**src/rtl/plt_pkg.sv**
```systemverilog
// ---------------------------------------------------------------------------
// plt_pkg
// Shared types and constants of the positional list table: sizes, command
// codes, sequencer states and the control bundle broadcast to the cells.
// ---------------------------------------------------------------------------
`default_nettype none

package plt_pkg;

  // Storage geometry.
  localparam int CAPACITY = 64;
  localparam int ENTRY_W  = 32;
  localparam int IDX_W    = $clog2(CAPACITY);
  localparam int CNT_W    = $clog2(CAPACITY + 1);

  // Port field widths.
  localparam int CMD_W   = 3;
  localparam int POS_W   = 7;
  localparam int ELEM_W  = 32;
  localparam int RDV_W   = 32;
  localparam int FND_W   = 7;
  localparam int LEN_W   = 7;
  localparam int IN_DW   = 40;
  localparam int OUT_DW  = 48;

  // Command codes carried on the input side-band.
  typedef enum logic [CMD_W-1:0] {
    CMD_INSERT = 3'd0,
    CMD_GET    = 3'd1,
    CMD_DELETE = 3'd2,
    CMD_LOCATE = 3'd3,
    CMD_CLEAR  = 3'd4
  } cmd_t;

  // Sequencer states.
  typedef enum logic {
    ST_IDLE = 1'b0,
    ST_EXEC = 1'b1
  } state_t;

  // Control broadcast to every cell of the chain.
  typedef struct packed {
    logic               shift_up;
    logic               shift_down;
    logic [IDX_W-1:0]   slot;
    logic [ENTRY_W-1:0] elem;
    logic [CNT_W-1:0]   count;
  } plt_ctl_t;

endpackage

`default_nettype wire

```
**src/rtl/plt_find.sv**
```systemverilog
// ---------------------------------------------------------------------------
// plt_find
// First-match search over the chain. Turns the per-cell match flags into the
// one-based position of the lowest matching cell, or zero when none match.
// ---------------------------------------------------------------------------
`default_nettype none

module plt_find (
  input  wire logic [plt_pkg::CAPACITY-1:0] hits,
  output logic      [plt_pkg::FND_W-1:0]    position
);

  // Scan from the top so the lowest matching cell wins.
  always_comb begin
    position = '0;
    for (int i = plt_pkg::CAPACITY - 1; i >= 0; i--) begin
      if (hits[i]) begin
        position = plt_pkg::FND_W'(i + 1);
      end
    end
  end

endmodule

`default_nettype wire
```
**config.mk**
```make
export PLATFORM = sky130hd
export DESIGN_NAME = plt_find
export DESIGN_NICKNAME = d
export VERILOG_FILES = /design/src/rtl/plt_pkg.sv /design/src/rtl/plt_find.sv
export SDC_FILE = /design/constraint.sdc
export NUM_CORES = 1
export LEC_CHECK = 0
export BUFFER_PORTS_ARGS = -buffer_cell sky130_fd_sc_hd__buf_2
export CAP_MARGIN = 20
export CORE_ASPECT_RATIO = 1.4
export CORE_MARGIN = 8
export CORE_UTILIZATION = 36
export DETAILED_ROUTE_END_ITERATION = 16
export GPL_TIMING_DRIVEN = 0
export PLACE_DENSITY = 0.85
export SYNTH_ARGS = -nofsm -noshare
export SYNTH_HDL_FRONTEND = slang
export SYNTH_SLANG_ARGS = --single-unit
```
**constraint.sdc**
```tcl
create_clock -name vclk -period 1.9
set_input_delay 0.38 -clock vclk [all_inputs]
set_output_delay 0.38 -clock vclk [all_outputs]
set_load 0.05 [all_outputs]
```
==> results.tsv, run 1 <==
stage	metric	value	unit
floorplan	Core ar.	0.00210	mm^2
global_routing	number of global-route vias before repair	1555	
timing	Setup WS post-layout	-0.408	ns
final_layout	Final Net Count	282	
logic_synthesis	Post-Synthesis Cells	141	
global_routing	largest net degree at the start of global routing	7	
placement	HPWL Detailed	3050	um
placement	PortBufs	71	
floorplan	I/O pins	71	
clock_network	Post-CTS Hold Buffers	0	
route	final WL	4300	um
logic_synthesis	sequential fraction of the synthesis area	0	
final_layout	Clock buffer cells	0	
logic_synthesis	mean post-synth cell area	5.54	um^2
timing	fmax	433	MHz
route	Routed Antenna Nets	0	
pwr	pwr dens	175	mW/mm^2
floorplan	Die Height	71.1	um
hold_path	worst hold endpoint	position[1]	
timing	Tcrit/Tclk final	1.21	
outcome	status	complete, but fails checks	
pwr	clock power share	0	
final_layout	share of layout cells above drive strength 1	0.491	
critical_path	Worst Setup Path Type	input pin to primary output	
final_layout	n_diodes	0	
placement	pre-CTS WS	-0.577	ns
final_layout	Storage cell area	0	um^2
critical_path	Startpoint Class	input pin	
critical_path	CP Max Fanout	4	
global_routing	gr usage total	0.181	
pwr	LEAKAGE	0.611	nW
route	First-pass DRT Iterations	4	
route	WL/cell	18.1	um
final_layout	FFs & Latches	0	
hold_path	hold_sp	hits[0]	
route	drt drc	0	
pwr	NetSw	0.000152	W
critical_path	CP Capture Type	primary output	
route	iteration-0 DRC count of the detailed router	72	
route	vias per cell	6.47	
placement	post-placement cell area	0.00122	mm^2
timing	final hold violation count	0	
final_layout	Area Overhead vs Synth	95.7	%
outcome	failing checks	negative setup slack	
hold_path	Hold Path Depth	3	
floorplan	Die X-Extent	55.4	um
logic_synthesis	Unique masters post-synth	29	
placement	Final Wtd Congestion	0.942	
floorplan	Starting Density	0.371	
pwr	Reg power frac	0	
floorplan	Cell Rows	20	
pwr	Net Sw Frac	0.567	
pwr	IR drop worst, VDD	0.111	mV
timing	Sum Neg Setup Slack	-2.23	ns
timing	Final Slew Violations	0	
pwr	part of the power in combinational logic	1.000	
global_routing	grt total ovfl	0	
hold_path	worst hold path class	input pin to primary output	
timing	crit path time final	2.31	ns
route	via count	1539	
critical_path	Critical Path AT	1.93	ns
final_layout	most frequent cells in the layout	buf_2, nor2_1, a21oi_1, inv_1, nand2_1	
global_routing	first-pass GRT wire length	6410	um
critical_path	Crit path required time	1.52	ns
timing	endpoints failing setup	7	
logic_synthesis	yosys warns	0	
timing	unrepaired setup endpoints after global routing	yes	
logic_synthesis	post-synthesis cell area	781	um^2
pwr	Cell Int Power	0.000116	W
floorplan	area of the die	0.00394	mm^2
timing	relative slew slack	0.615	
logic_synthesis	Syn Nets	205	
final_layout	fin area	0.00153	mm^2
flow_run	Max-Cap Viols	0	
final_layout	commonest non-fill, non-tap cell in the layout	buf_2	
timing	Worst-Margin Slew	0.572	ns
timing	Hold WS	1.09	ns
global_routing	initial antenna violation count	0	
worst max-delay path by stage:
stage,start,to,slack [ns]
6_report,hits[44],position[0],-0.41
5_1_grt,hits[41],position[3],-0.48
4_1_cts,hits[44],position[0],-0.39
3_5_place_dp,hits[54],position[6],-0.58
3_3_place_gp,hits[58],position[2],-0.55
2_1_floorplan,hits[29],position[0],-0.30
per-layer routing:
layer  share of wire  global-route usage
met5               0                   0
met2            0.53               0.358
met3           0.090              0.0519
met4           0.042              0.0659
met1            0.34               0.167
cells by family (layout without fill, tap and decap cells):
kind of cell / Yosys count / count (layout) / synth area share
AO/OA/AOI/OAI: 52 / 52 / 0.455
AND/OR/NAND/NOR: 76 / 76 / 0.482
buffers and inverters: 13 / 88 / 0.0625
Yosys cell counts (all sizes together):
| library cell | number | area, um^2 |
|---|---|---|
| a41oi | 1 | 8.76 |
| o31ai | 3 | 22.5 |
| o211ai | 4 | 30.0 |
| nand2 | 12 | 45.0 |
| a2111oi | 3 | 27.5 |
| o41ai | 2 | 17.5 |
| a311oi | 2 | 17.5 |
| a21boi | 1 | 7.51 |
| a211oi | 4 | 30.0 |
| o32ai | 1 | 8.76 |
| nor3 | 8 | 40.0 |
| nand2b | 1 | 6.26 |
| nor2b | 3 | 18.8 |
| inv | 13 | 48.8 |
| o21bai | 4 | 30.0 |
| o311a | 2 | 20.0 |
| nand3 | 4 | 20.0 |
| o311ai | 2 | 17.5 |
| or4 | 4 | 33.8 |
| nor2 | 26 | 97.6 |
| a21oi | 15 | 75.1 |
| nor4 | 15 | 93.8 |
| and4 | 1 | 8.76 |
| nand4 | 2 | 12.5 |
| o21a | 1 | 7.51 |
| o21ai | 7 | 35.0 |
final cells by class:
class | instances | area [um^2]
fillers | 165 | 574
inverters | 13 | 48.8
multi-input cells | 128 | 943
well taps | 22 | 27.5
repair buffers | 75 | 508
timing repair:
item | CTS | global route
buffers inserted | 3 | 1
endpoints found under the setup margin | 7 | 7
pin swaps | 16 | 7
endpoints found under the hold margin | 0 | 0
gates resized for setup | 53 | 12
power groups by stage:
stage	combinational (W)	sequential, W	clock [W]
2_1_floorplan	0.0000840	0	0
3_3_place_gp	0.000203	0	0
3_5_place_dp	0.000205	0	0
4_1_cts	0.000241	0	0
5_1_grt	0.000285	0	0
6_report	0.000268	0	0
worst max-delay path: stages:
cell      delay, ns
buf_6          0.10
or4_4          0.54
nor2_4         0.13
o211ai_1       0.12
a311oi_2       0.37
o41ai_4        0.10
buf_6          0.18
metrics by stage:
stage | instances | total power, W | util
2_1_floorplan | 141 | 0.0000840 | -
3_3_place_gp | 234 | 0.000203 | 0.580
3_5_place_dp | 234 | 0.000205 | 0.580
4_1_cts | 237 | 0.000241 | 0.692
5_1_grt | 238 | 0.000285 | 0.727
6_report | 238 | 0.000268 | 0.727
Note: power is estimated with default switching activity, not from simulation.
==> run 2, diff against run 1 <==
CORE_MARGIN = 4   (was 8)
==> results.tsv, run 2 (synthesis gave the netlist of run 1 again) <==
stage	metric	value	unit
final_layout	commonest non-fill, non-tap cell in the layout	buf_2	
timing	endpoints failing setup	7	
timing	fmax	436	MHz
final_layout	Final Net Count	281	
final_layout	most frequent cells in the layout	buf_2, nor2_1, buf_6	
route	vias per cell	6.36	
hold_path	worst hold endpoint	position[1]	
final_layout	Clock buffer cells	0	
final_layout	FFs & Latches	0	
route	First-pass DRT Iterations	4	
clock_network	Post-CTS Hold Buffers	0	
route	final WL	3650	um
critical_path	Crit path required time	1.52	ns
global_routing	number of global-route vias before repair	1437	
route	drt drc	0	
floorplan	area of the die	0.00299	mm^2
critical_path	CP Max Fanout	4	
global_routing	initial antenna violation count	0	
timing	Setup WS post-layout	-0.392	ns
global_routing	largest net degree at the start of global routing	7	
critical_path	Startpoint Class	input pin	
final_layout	Area Overhead vs Synth	91.8	%
pwr	pwr dens	171	mW/mm^2
placement	Final Wtd Congestion	0.857	
timing	final hold violation count	0	
outcome	failing checks	negative setup slack	
pwr	clock power share	0	
timing	unrepaired setup endpoints after global routing	yes	
pwr	Cell Int Power	0.000113	W
pwr	part of the power in combinational logic	1.000	
floorplan	Cell Rows	19	
pwr	Net Sw Frac	0.557	
global_routing	first-pass GRT wire length	5500	um
timing	Tcrit/Tclk final	1.21	
floorplan	Die X-Extent	47.4	um
floorplan	Die Height	63.1	um
outcome	status	complete, but fails checks	
route	iteration-0 DRC count of the detailed router	78	
hold_path	worst hold path class	input pin to primary output	
placement	HPWL Detailed	2660	um
flow_run	Max-Cap Viols	0	
floorplan	Starting Density	0.386	
route	WL/cell	15.4	um
pwr	IR drop worst, VDD	0.138	mV
route	Routed Antenna Nets	0	
pwr	Reg power frac	0	
floorplan	Core ar.	0.00202	mm^2
hold_path	Hold Path Depth	3	
timing	Final Slew Violations	0	
timing	relative slew slack	0.611	
critical_path	Critical Path AT	1.91	ns
timing	crit path time final	2.29	ns
final_layout	share of layout cells above drive strength 1	0.484	
global_routing	grt total ovfl	0	
global_routing	gr usage total	0.229	
pwr	NetSw	0.000143	W
final_layout	Storage cell area	0	um^2
timing	Sum Neg Setup Slack	-2.14	ns
critical_path	Worst Setup Path Type	input pin to primary output	
pwr	LEAKAGE	0.602	nW
critical_path	CP Capture Type	primary output	
timing	Worst-Margin Slew	0.575	ns
placement	PortBufs	71	
final_layout	n_diodes	0	
final_layout	post-layout util	0.741	
hold_path	hold_sp	hits[0]	
route	via count	1502	
floorplan	I/O pins	71	
## run 2: cell types whose count changed in the layout (fill, tap and decap cells not counted)
| cell | change |
|---|---|
| or4_4 | +1 |
| buf_2 | -1 |
| nor3_1 | -1 |
| nor3_2 | +1 |
| a211oi_2 | -1 |
| buf_8 | -4 |
| or4_1 | -1 |
| nor4_1 | +2 |
| buf_6 | +4 |
| a211oi_1 | +1 |
| nor4_2 | -2 |
## run 2: layout make-up
type | instances | area, um^2
multi-input combinational | 128 | 935
fill | 166 | 523
timing repair buffer | 74 | 488
inverter | 13 | 48.8
tap | 21 | 26.3
## run 2: worst max path at each step
stage | startpoint | to | slack [ns] | cells past startpoint
final | hits[44] | position[0] | -0.39 | 7
after CTS | hits[44] | position[0] | -0.38 | 7
after global placement | hits[44] | position[0] | -0.54 | 7
after detailed placement | hits[44] | position[0] | -0.55 | 7
after floorplan | hits[29] | position[0] | -0.30 | 5
after global routing | hits[49] | position[3] | -0.45 | 8
## run 2: stage by stage
stage | hold WS (ns) | cells | area [um^2] | setup WS [ns] | power [W]
after global routing | 1.09 | 236 | 1500 | -0.452 | 0.000278
final | 1.08 | 236 | 1500 | -0.392 | 0.000256
after CTS | 1.08 | 236 | 1450 | -0.382 | 0.000239
after global placement | 1.13 | 233 | 1220 | -0.545 | 0.000202
after floorplan | 0.818 | 141 | 836 | -0.297 | 0.0000840
after detailed placement | 1.13 | 233 | 1220 | -0.552 | 0.000205
## run 2: power groups by stage
stage	registers, W	logic [W]	clock network (W)
floorplan	0	0.0000840	0
global route	0	0.000278	0
detailed placement	0	0.000205	0
CTS	0	0.000239	0
global placement	0	0.000202	0
finish	0	0.000256	0
## run 2: per-layer routing
layer / wire [um] / up-vias / GRT usage
met1: 1200 / 700 / 0.239
met4: 62 / 0 / 0.0346
met3: 341 / 11 / 0.0256
li1: - / 712 / -
met2: 2040 / 79 / 0.450
met5: 0 / - / 0
## run 2: timing repair
action / CTS / global route
buffers inserted: 3 / 0
resized for setup: 50 / 9
endpoints found under the hold margin: 0 / 0
setup endpoints to repair: 7 / 7
pin swaps: 18 / 8
## run 2: worst max-delay path, cell delays in order
cell and delay [ns]:
buf_6 0.10, or4_4 0.54, nor2_4 0.12, o211ai_1 0.11
a311oi_2 0.38, o41ai_4 0.10, buf_6 0.18
