[config.mk]
export PLATFORM = sky130hd
export DESIGN_NAME = plt_cell
export DESIGN_NICKNAME = d
export VERILOG_FILES = /design/src/rtl/plt_pkg.sv /design/src/rtl/plt_cell.sv
export SDC_FILE = /design/constraint.sdc
export NUM_CORES = 1
export LEC_CHECK = 0
export BUFFER_PORTS_ARGS = -buffer_cell sky130_fd_sc_hd__buf_2
export CAP_MARGIN = 20
export CORE_MARGIN = 1.5
export CORE_UTILIZATION = 45
export CTS_CLUSTER_DIAMETER = 100
export DETAILED_ROUTE_END_ITERATION = 6
export PLACE_DENSITY = 0.87
export SLEW_MARGIN = 20
export SYNTH_ARGS = -nofsm -noshare
export SYNTH_HDL_FRONTEND = slang
export SYNTH_SLANG_ARGS = --single-unit
[constraint.sdc]
create_clock -name clk -period 6.55 [get_ports clk]
set_input_delay 0.3275 -clock clk [delete_from_list [all_inputs] [get_ports clk]]
set_output_delay 0.3275 -clock clk [all_outputs]
set_load 0.01 [all_outputs]
[src/rtl/plt_pkg.sv]
// ---------------------------------------------------------------------------
// plt_pkg
// Shared types and constants of the positional list table: sizes, command
// codes, sequencer states and the control bundle broadcast to the cells.
// ---------------------------------------------------------------------------
`default_nettype none

package plt_pkg;

  // Storage geometry.
  localparam int CAPACITY = 64;
  localparam int ENTRY_W  = 32;
  localparam int IDX_W    = $clog2(CAPACITY);
  localparam int CNT_W    = $clog2(CAPACITY + 1);

  // Port field widths.
  localparam int CMD_W   = 3;
  localparam int POS_W   = 7;
  localparam int ELEM_W  = 32;
  localparam int RDV_W   = 32;
  localparam int FND_W   = 7;
  localparam int LEN_W   = 7;
  localparam int IN_DW   = 40;
  localparam int OUT_DW  = 48;

  // Command codes carried on the input side-band.
  typedef enum logic [CMD_W-1:0] {
    CMD_INSERT = 3'd0,
    CMD_GET    = 3'd1,
    CMD_DELETE = 3'd2,
    CMD_LOCATE = 3'd3,
    CMD_CLEAR  = 3'd4
  } cmd_t;

  // Sequencer states.
  typedef enum logic {
    ST_IDLE = 1'b0,
    ST_EXEC = 1'b1
  } state_t;

  // Control broadcast to every cell of the chain.
  typedef struct packed {
    logic               shift_up;
    logic               shift_down;
    logic [IDX_W-1:0]   slot;
    logic [ENTRY_W-1:0] elem;
    logic [CNT_W-1:0]   count;
  } plt_ctl_t;

endpackage

`default_nettype wire

[src/rtl/plt_cell.sv]
// ---------------------------------------------------------------------------
// plt_cell
// One storage cell of the list chain. It holds a single entry, takes its
// neighbor's entry on a shift, loads the new element at the insert slot and
// reports a locate match, and its entry when its position is selected.
// ---------------------------------------------------------------------------
`default_nettype none

module plt_cell (
  input  wire logic                        clk,
  input  wire logic [plt_pkg::IDX_W-1:0]   idx,
  input  wire plt_pkg::plt_ctl_t           ctl,
  input  wire logic [plt_pkg::ENTRY_W-1:0] left_val,
  input  wire logic [plt_pkg::ENTRY_W-1:0] right_val,
  output logic      [plt_pkg::ENTRY_W-1:0] entry,
  output logic                             hit,
  output logic      [plt_pkg::ENTRY_W-1:0] tap
);

  logic [plt_pkg::ENTRY_W-1:0] entry_r;
  logic [plt_pkg::ENTRY_W-1:0] entry_nxt;
  logic                        at_slot;
  logic                        above_slot;
  logic                        in_list;

  // Position of this cell relative to the command's slot and list length.
  assign at_slot    = (idx == ctl.slot);
  assign above_slot = (idx > ctl.slot);
  assign in_list    = ({1'b0, idx} < ctl.count);

  // Next entry: shift up above the slot, load at the slot, shift down from it.
  always_comb begin
    entry_nxt = entry_r;
    if (ctl.shift_up) begin
      if (above_slot) begin
        entry_nxt = left_val;
      end else if (at_slot) begin
        entry_nxt = ctl.elem;
      end
    end else if (ctl.shift_down) begin
      if (above_slot || at_slot) begin
        entry_nxt = right_val;
      end
    end
  end

  always_ff @(posedge clk) begin
    entry_r <= entry_nxt;
  end

  // Local results for the read mux and the first-match search.
  assign entry = entry_r;
  assign hit   = in_list && (entry_r == ctl.elem);
  assign tap   = at_slot ? entry_r : '0;

endmodule

`default_nettype wire

==> run summary, run 1 <==
Grt total ovfl -> 0
CTS max path bufs -> 2
Global Route Usage Sum -> 0.230
Worst path required time -> 6.54 ns
Placed Area -> 0.00346 sq mm
Worst-path cell chain -> buf_2 > ha_1 > nand4_1 > o21bai_4 > a31oi_4 > buf_4 > mux2i_1 > a21oi_1
Routability Congestion -> 0.820
Most area-consuming cells after synthesis -> edfxtp_1 (38%), mux2i_1 (13%), xor2_1 (11%)
Seq cells post-synth -> 32
CP arrival -> 2.44 ns
Area Growth Syn to Fin -> 38.2%
FF/Latch Area -> 961 sq um
# setup viols final -> 0
Drt pass-1 iters -> 5
CP Max Fanout -> 18
Total of max-cap violations -> 0
Minimum clock period -> 2.45 ns
CP endpoint kind -> register
Count of pins over their slew limit -> 0
Top-area cell type share of the netlist area -> 0.375
Die ar. -> 0.00615 sq mm
Share of layout cells above drive strength 1 -> 0.444
Port Buffers -> 182
Mapped Cells -> 256
# fillers -> 493
Initial antenna violation count -> 0
Power per cell area -> 187 mW/mm^2
H-tree depth -> 2
Hold_buf cts -> 0
Vias -> 2540
Buf+Inv Stages, Crit Path -> 2
Worst Setup SP -> idx[5]
Sink Count -> 32
Synth cell types -> 26
Mapped cell area -> 0.00256 sq mm
Post-CTS setup buffer count -> 0
Post-Synth Adder-Cell Area -> 0.0537
Number of flip-flops in the largest register -> 32
Top FF cell, synth -> edfxtp_1
Die Span Y -> 78.4 microns
Cell row count -> 27
Period utilisation layout -> 0.374
Final WL -> 7340 microns
Combinational family with the most area after synthesis -> simple AND/OR/NAND/NOR gates
Antenna-violating nets left -> 0
First-pass GRT wire length -> 11000 microns
Syn_area_per_cell -> 10.0 sq um
Max Fclk -> 0.408 GHz
RSZ-0062 raised after global routing -> no
Synth top cells by count -> a21oi_1 (35), nor2_1 (33)
Drt drc -> 0
Critical path type -> in2reg
Slowest stage delay, CP -> 0.54 ns
Synth Area in Compound Gates -> 0.0987
Top-count cell post-synth -> a21oi_1
Synth Area in Simple Gates -> 0.169
Crit path max-delay family -> compound AO/OA/AOI/OAI gates
Multi-input logic area -> 0.00143 sq mm
Wire length per cell -> 14.4 microns
Worst slew pin tran -> 0.788 ns
Initial Utilization -> 0.465
Die W -> 78.4 microns
Maximum VDD drop -> 0.000128 V
Post-Syn Nets -> 385
Slew headroom -> 0.475
Post-synth ARST share -> 0
Worst path slowest cell -> a31oi_4
Clk slew on worst S/H paths -> 0.07 ns
Final Instance Area -> 0.00354 sq mm
Nets -> 565
Hpwl dp -> 5830 microns
Lkg Pwr -> 1.85 nW
Clk root buf -> clkbuf_8
XOR/XNOR share of the synthesized area -> 0.109
Final Hold Vio Count -> 0
Mux cell area share after synthesis -> 0.125
Routed vias/inst -> 4.99
Ant. Diodes -> 0
Sequential area share after synthesis -> 0.375
Post-cts repair resize count -> 0
Setup crit start kind -> input pin
Worst Hold Launch -> right_val[18]
TritonCTS clock tree -> built
Vias in the first global route -> 2384
TritonCTS Buffers -> 5
Io pins -> 183
Outcome -> finished, final reports clean
Largest net degree at the start of global routing -> 66
Dominant cell type by area after synthesis -> edfxtp_1
YS warnings -> 0
Hold Path Class -> in2reg
Placeable Area -> 0.00551 sq mm
Final TNS setup -> 0 ns
EDFF count, synth -> 32
Detailed Route Iter0 Violations -> 71
==> cell usage in the layout, fill, tap and decap left out, types with 2 or more instances in the layout <==
cell and count:
mux2i_1 32, inv_1 11, a21o_1 3, and2_1 32, ha_1 11, clkbuf_8 5, nand4_1 3, buf_4 4
clkbuf_1 2, xor2_1 32, edfxtp_1 32, buf_2 182, nor4_1 8, nand3_1 2, nor2_1 32, a21oi_1 35
==> path summary, 6_finish.rpt <==
kind | end | cells after the start
setup / recovery | entry[9] | 8
hold / removal | entry[18] | 3
==> routing by layer <==
layer / track usage / vias up / wire length [microns]
li1: - / 1257 / -
met1: 0.258 / 1158 / 2980
met2: 0.431 / 117 / 3740
met3: 0.0477 / 8 / 500
met4: 0.0732 / 0 / 112
met5: 0 / - / 0
==> per-stage QoR <==
stage / setup WS (ns) / instances / hold WS (ns) / total power [W] / utilization
2_1_floorplan: 4.01 / 256 / 0.553 / 0.000431 / -
3_3_place_gp: 3.88 / 501 / 0.644 / 0.000518 / 0.628
3_5_place_dp: 3.80 / 501 / 0.651 / 0.000526 / 0.628
4_1_cts: 4.09 / 509 / 0.358 / 0.000670 / 0.643
5_1_grt: 3.96 / 509 / 0.374 / 0.000702 / 0.643
6_report: 4.10 / 509 / 0.368 / 0.000662 / 0.643
==> report_power, final <==
| part | switching, W | internal [W] |
|---|---|---|
| Combinational | 0.000117 | 0.000104 |
| Clock | 0.0000684 | 0.0000739 |
| Sequential | 0.0000286 | 0.000270 |
| Total | 0.000214 | 0.000448 |
==> cell families after synthesis <==
family / after synthesis
simple gates: 83
compound gates: 42
xor+xnor: 32
mux: 32
flops: 32
buf+inv: 24
fa+ha+maj: 11
==> area by class of cell <==
cell class,count,area share
Clock buffer,7,0.0216
Inverter,11,0.0117
Sequential cell,32,0.271
Timing Repair Buffer,186,0.266
Multi-Input combinational cell,200,0.403
Tap cell,72,0.0255
Clock inverter,1,0.00106
(Power assumes the default switching activity.)
==> inputs of run 2 (changes only) <==
- CORE_UTILIZATION: 45 -> 42
- PLACE_DENSITY: 0.87 -> 0.82
- clock period: 6.55 -> 2.3 ns (I/O delays scaled with it)
==> run 2 against run 1 <==
Core utilization fell by 3.9 points. Sequential power rose to 2.9 times the previous value. Non-clock buffer count rose by 2. Worst hold slack got worse by 0.22 ns. Cell count rose by 0.98%. Combinational power rose to 2.9 times the previous value. Count of clock-buffer cells in the layout did not move. Die area rose by 6.9%. Critical path type is now reg2out. Via count fell by 0.79%.
==> run summary, run 2 (synthesized netlist as in run 1, its figures left out) <==
Combinational power share -> 0.335 (about the same)
CP arrival -> 1.82 ns (-0.62 ns)
Routability Congestion -> 0.781 (-4.7%)
Count of pins over their slew limit -> 0 (unchanged)
Worst path slowest cell -> edfxtp_1
Largest net degree at the start of global routing -> 38 (-42%)
Setup crit start kind -> register
Drt drc -> 0 (unchanged)
Antenna-violating nets left -> 0 (unchanged)
Clk root buf -> clkbuf_8
Hold Worst Slack -> 0.151 ns (-0.217 ns)
Die Span Y -> 81.1 microns (+3.4%)
Met2 GRT Util -> 0.426 (-0.00547)
Outcome -> finished, final reports clean
RSZ-0062 raised after global routing -> no
Total chip power -> 0.00190 W (+190%)
Wire length per cell -> 14.4 microns (-0.20%)
Slew headroom -> 0.700 (+0.225)
Port Buffers -> 182 (unchanged)
Die ar. -> 0.00658 sq mm (+6.9%)
TritonCTS clock tree -> built
Crit path max-delay family -> simple AND/OR/NAND/NOR gates
Hold Path Class -> in2reg
TritonCTS Buffers -> 5 (unchanged)
First-pass GRT wire length -> 10600 microns (-3.6%)
Die W -> 81.1 microns (+3.4%)
H-tree depth -> 2 (unchanged)
Drt pass-1 iters -> 4 (-1)
Io pins -> 183 (unchanged)
Vias in the first global route -> 2345 (-1.6%)
CP endpoint kind -> output port
Initial Utilization -> 0.433 (-0.0325)
Lkg Pwr -> 1.86 nW (+0.67%)
Met1 usage in global routing -> 0.219 (-0.0391)
Post-CTS setup buffer count -> 0 (unchanged)
Pint -> 0.00128 W (+190%)
Hold_buf cts -> 0 (unchanged)
Cell row count -> 28 (+3.7%)
Routed vias/inst -> 4.90 (-1.8%)
Vias -> 2520 (-0.79%)
Worst-path cell chain -> xor2_1 > nor4_1 > nand4_1 > nor3_1 > buf_2
Initial antenna violation count -> 0 (unchanged)
Clk slew on worst S/H paths -> 0.07 ns (about the same)
Sw Share -> 0.324 (about the same)
Number of flip-flops in the largest register -> 32 (unchanged)
Placeable Area -> 0.00592 sq mm (+7.5%)
Met3 usage -> 0.0618 (+0.0141)
Minimum clock period -> 1.93 ns
Worst path required time -> 2.18 ns (-4.36 ns)
CTS max path bufs -> 2 (unchanged)
Clk pwr share -> 0.217 (+0.002)
Final Hold Vio Count -> 0 (unchanged)
Nets -> 567 (+0.35%)
Period utilisation layout -> 0.840
CP Max Fanout -> 3 (-15)
Total of max-cap violations -> 0 (unchanged)
Final TNS setup -> 0 ns (unchanged)
Buf+Inv Stages, Crit Path -> 1 (-1)
Post-cts repair resize count -> 0 (unchanged)
Grt total ovfl -> 0 (unchanged)
Register share of total power -> 0.448 (-0.003)
Gr busiest metal -> met2
Post-route worst setup slack -> 0.369 ns (-3.73 ns)
Net Switching -> 0.000616 W (+190%)
Power per cell area -> 532 mW/mm^2 (+180%)
Worst slew pin tran -> 0.446 ns (-0.342 ns)
Global Route Usage Sum -> 0.216 (-0.0146)
Area Growth Syn to Fin -> 39.5%
Maximum VDD drop -> 0.000358 V (+180%)
Commonest non-fill, non-tap cell in the layout -> buf_2
Worst Hold Launch -> right_val[16]
Slowest stage delay, CP -> 0.43 ns (-0.11 ns)
Share of layout cells above drive strength 1 -> 0.449 (+0.00481)
# fillers -> 551 (+12%)
Max Fclk -> 0.518 GHz
Final WL -> 7390 microns (+0.78%)
Post-Place Setup Slack -> 0.330 ns (-3.47 ns)
# setup viols final -> 0 (unchanged)
Most frequent cells in the layout -> buf_2 (182), a21oi_1 (35)
Ant. Diodes -> 0 (unchanged)
Detailed Route Iter0 Violations -> 49 (-31%)
Hpwl dp -> 5980 microns (+2.5%)
Critical path type -> reg2out
Worst Setup SP -> entry[1]
Sink Count -> 32 (unchanged)
[run 2: changes by cell type in the layout (fill, tap and decap cells not counted)]
cell	previous run	this run
buf_12	0	1
buf_4	4	5
o22a_1	1	0
o22a_2	0	1
[run 2: power groups by stage]
stage	logic [W]	clock network, W	registers, W
2_1_floorplan	0.000332	0	0.000894
3_3_place_gp	0.000634	0	0.000855
3_5_place_dp	0.000646	0	0.000862
4_1_cts	0.000648	0.000425	0.000851
5_1_grt	0.000703	0.000447	0.000866
6_report	0.000637	0.000412	0.000850
[run 2: layer usage]
layer  up-vias  routed length, microns
met4         0                      31
li1       1262                       -
met3         2                     617
met2       115                    4000
met1      1141                    2740
met5         -                       0
[run 2: worst paths after layout]
path	slack, ns	endpoint	depth (start not counted)
worst max-delay path	0.37	hit	5
worst min-delay path	0.15	entry[16]	3
[run 2: layout make-up]
cell class / instances / area [sq um] / share of cell area
inverters: 11 / 41.3 / 0.0116
flip-flops and latches: 32 / 961 / 0.269
clock inverters: 1 / 3.75 / 0.00105
well taps: 75 / 93.8 / 0.0263
repair buffers: 188 / 968 / 0.271
multi-input cells: 200 / 1430 / 0.400
clock buffers: 7 / 76.3 / 0.0214
[run 2: worst min-delay path, delay by kind of cell]
kind	cells	cell delay, ns
AOI/OAI and AO/OA	1	0.09
buffers and inverters	1	0.07
and+or+nand+nor	1	0.03
[run 2: per-stage QoR]
stage,cells,cell area (sq um),utilization
floorplan,256,2560,-
global placement,506,3490,0.590
CTS,514,3570,0.603
global route,514,3570,0.603
detailed placement,506,3490,0.590
finish,514,3570,0.603
==> inputs of run 3 (changes only) <==
- clock period: 2.3 -> 2 ns (I/O delays scaled with it)
==> run 3 against run 2 <==
Non-clock buffer count up 2. Die area unchanged. Via count up 0.71%. Sequential power up 15%. Total power up 18%. Setup slack worse by 0.24 ns. Cell area up 2.3%. First-iteration DRC count up 29%. Critical path depth unchanged. Global-route usage up 0.55 points. Sequential cell count unchanged. Critical path type unchanged. Largest cell class unchanged.
==> run summary, run 3 (synthesized netlist as in run 1, its figures left out) <==
# setup viols final -> 0 (unchanged)
Critical path type -> reg2out
Total of max-cap violations -> 0 (unchanged)
Io pins -> 183 (unchanged)
CTS max path bufs -> 2 (unchanged)
Drt pass-1 iters -> 5 (+1)
Routability Congestion -> 0.746 (-4.5%)
Maximum VDD drop -> 0.000419 V (+17%)
Hold Path Class -> in2reg
Worst slew pin tran -> 0.507 ns (+0.0611 ns)
FF/Latch Area -> 961 sq um (unchanged)
Hpwl dp -> 6190 microns (+3.5%)
Drt drc -> 0 (unchanged)
Final WL -> 7560 microns (+2.2%)
# fillers -> 520 (-5.6%)
Clk slew on worst S/H paths -> 0.07 ns (about the same)
Multi-input logic area -> 0.00146 sq mm (+2.1%)
Placeable Area -> 0.00592 sq mm (unchanged)
Worst Setup SP -> entry[25]
Setup crit start kind -> register
Outcome -> finished, final reports clean
Cell row count -> 28 (unchanged)
Largest net degree at the start of global routing -> 28 (-26%)
Global Route Usage Sum -> 0.221 (+0.00545)
CP Max Fanout -> 3 (unchanged)
Wire length per cell -> 14.6 microns (+1.8%)
Area Growth Syn to Fin -> 42.7%
CP endpoint kind -> output port
Lkg Pwr -> 1.89 nW (+1.3%)
Final TNS setup -> 0 ns (unchanged)
Ant. Diodes -> 0 (unchanged)
Port Buffers -> 182 (unchanged)
Final core utilization -> 0.617 (+0.0139)
Clk root buf -> clkbuf_8
Worst path required time -> 1.90 ns (-0.28 ns)
Die W -> 81.1 microns (unchanged)
Hold Worst Slack -> 0.138 ns (-0.0127 ns)
First-pass GRT wire length -> 10700 microns (+1.6%)
Worst Hold Launch -> right_val[6]
Detailed Route Iter0 Violations -> 63 (+29%)
Most frequent cells in the layout -> buf_2 (182), a21oi_1 (35)
Max Fclk -> 0.533 GHz
Vias -> 2538 (+0.71%)
Antenna-violating nets left -> 0 (unchanged)
Total chip power -> 0.00223 W (+18%)
TritonCTS Buffers -> 5 (unchanged)
Share of layout cells above drive strength 1 -> 0.463 (+0.0138)
Nets -> 569 (+0.35%)
CP arrival -> 1.78 ns (-0.04 ns)
Initial antenna violation count -> 0 (unchanged)
Routed vias/inst -> 4.92 (+0.32%)
Power per cell area -> 611 mW/mm^2 (+15%)
Vias in the first global route -> 2323 (-0.94%)
Sink Count -> 32 (unchanged)
RSZ-0062 raised after global routing -> no
Initial Utilization -> 0.433 (unchanged)
Minimum clock period -> 1.88 ns
Hold_buf cts -> 0 (unchanged)
Grt total ovfl -> 0 (unchanged)
Final Hold Vio Count -> 0 (unchanged)
Slew headroom -> 0.662 (-0.0380)
Commonest non-fill, non-tap cell in the layout -> buf_2
Count of pins over their slew limit -> 0 (unchanged)
Die Span Y -> 81.1 microns (unchanged)
TritonCTS clock tree -> built
H-tree depth -> 2 (unchanged)
Period utilisation layout -> 0.938
Die ar. -> 0.00658 sq mm (unchanged)
Number of flip-flops in the largest register -> 32 (unchanged)
## run 3: final timing paths
| check | to | slack (ns) | cells past startpoint |
|---|---|---|---|
| max | hit | 0.12 | 5 |
| min | entry[6] | 0.14 | 3 |
## run 3: layout make-up
cell class              instances  share of cell area
well taps                      75              0.0257
clock inverters                 1             0.00103
multi-input cells             200               0.399
inverters                      11              0.0113
clock buffers                   7              0.0209
repair buffers                190               0.279
flip-flops and latches         32               0.263
## run 3: what timing repair did
action / in CTS / in global routing
endpoints found under the hold margin: 0 / 0
setup endpoints to repair: 1 / 1
setup buffers: 0 / 0
resized for setup: 2 / 3
pin swaps: 0 / 2
## run 3: through the flow
step                area [sq um]  setup slack [ns]  std cells
floorplan                   2560            0.0107        256
global placement            3540             0.172        508
detailed placement          3540            0.0907        508
CTS                         3640            0.0216        516
global route                3650            0.0419        516
finish                      3650             0.125        516
## run 3: critical path, stage by stage, from the launching register on
cell	delay, ns
edfxtp_1	0.42
xor2_1	0.17
nor4_2	0.34
nand4_1	0.21
nor3_2	0.19
buf_2	0.16
## run 3: power by group
| group | internal, W | leakage (nW) | total [W] | switching, W |
|---|---|---|---|---|
| combinational | 0.000379 | 1.54 | 0.000786 | 0.000406 |
| clock | 0.000242 | 0.0399 | 0.000474 | 0.000231 |
| sequential | 0.000882 | 0.309 | 0.000975 | 0.0000931 |
| total | 0.00150 | 1.89 | 0.00223 | 0.000731 |
## run 3: metal layers
metal	routed length (microns)	GRT usage
met3	556	0.0551
met5	0	0
met1	2870	0.235
met4	31	0.0552
met2	4100	0.430
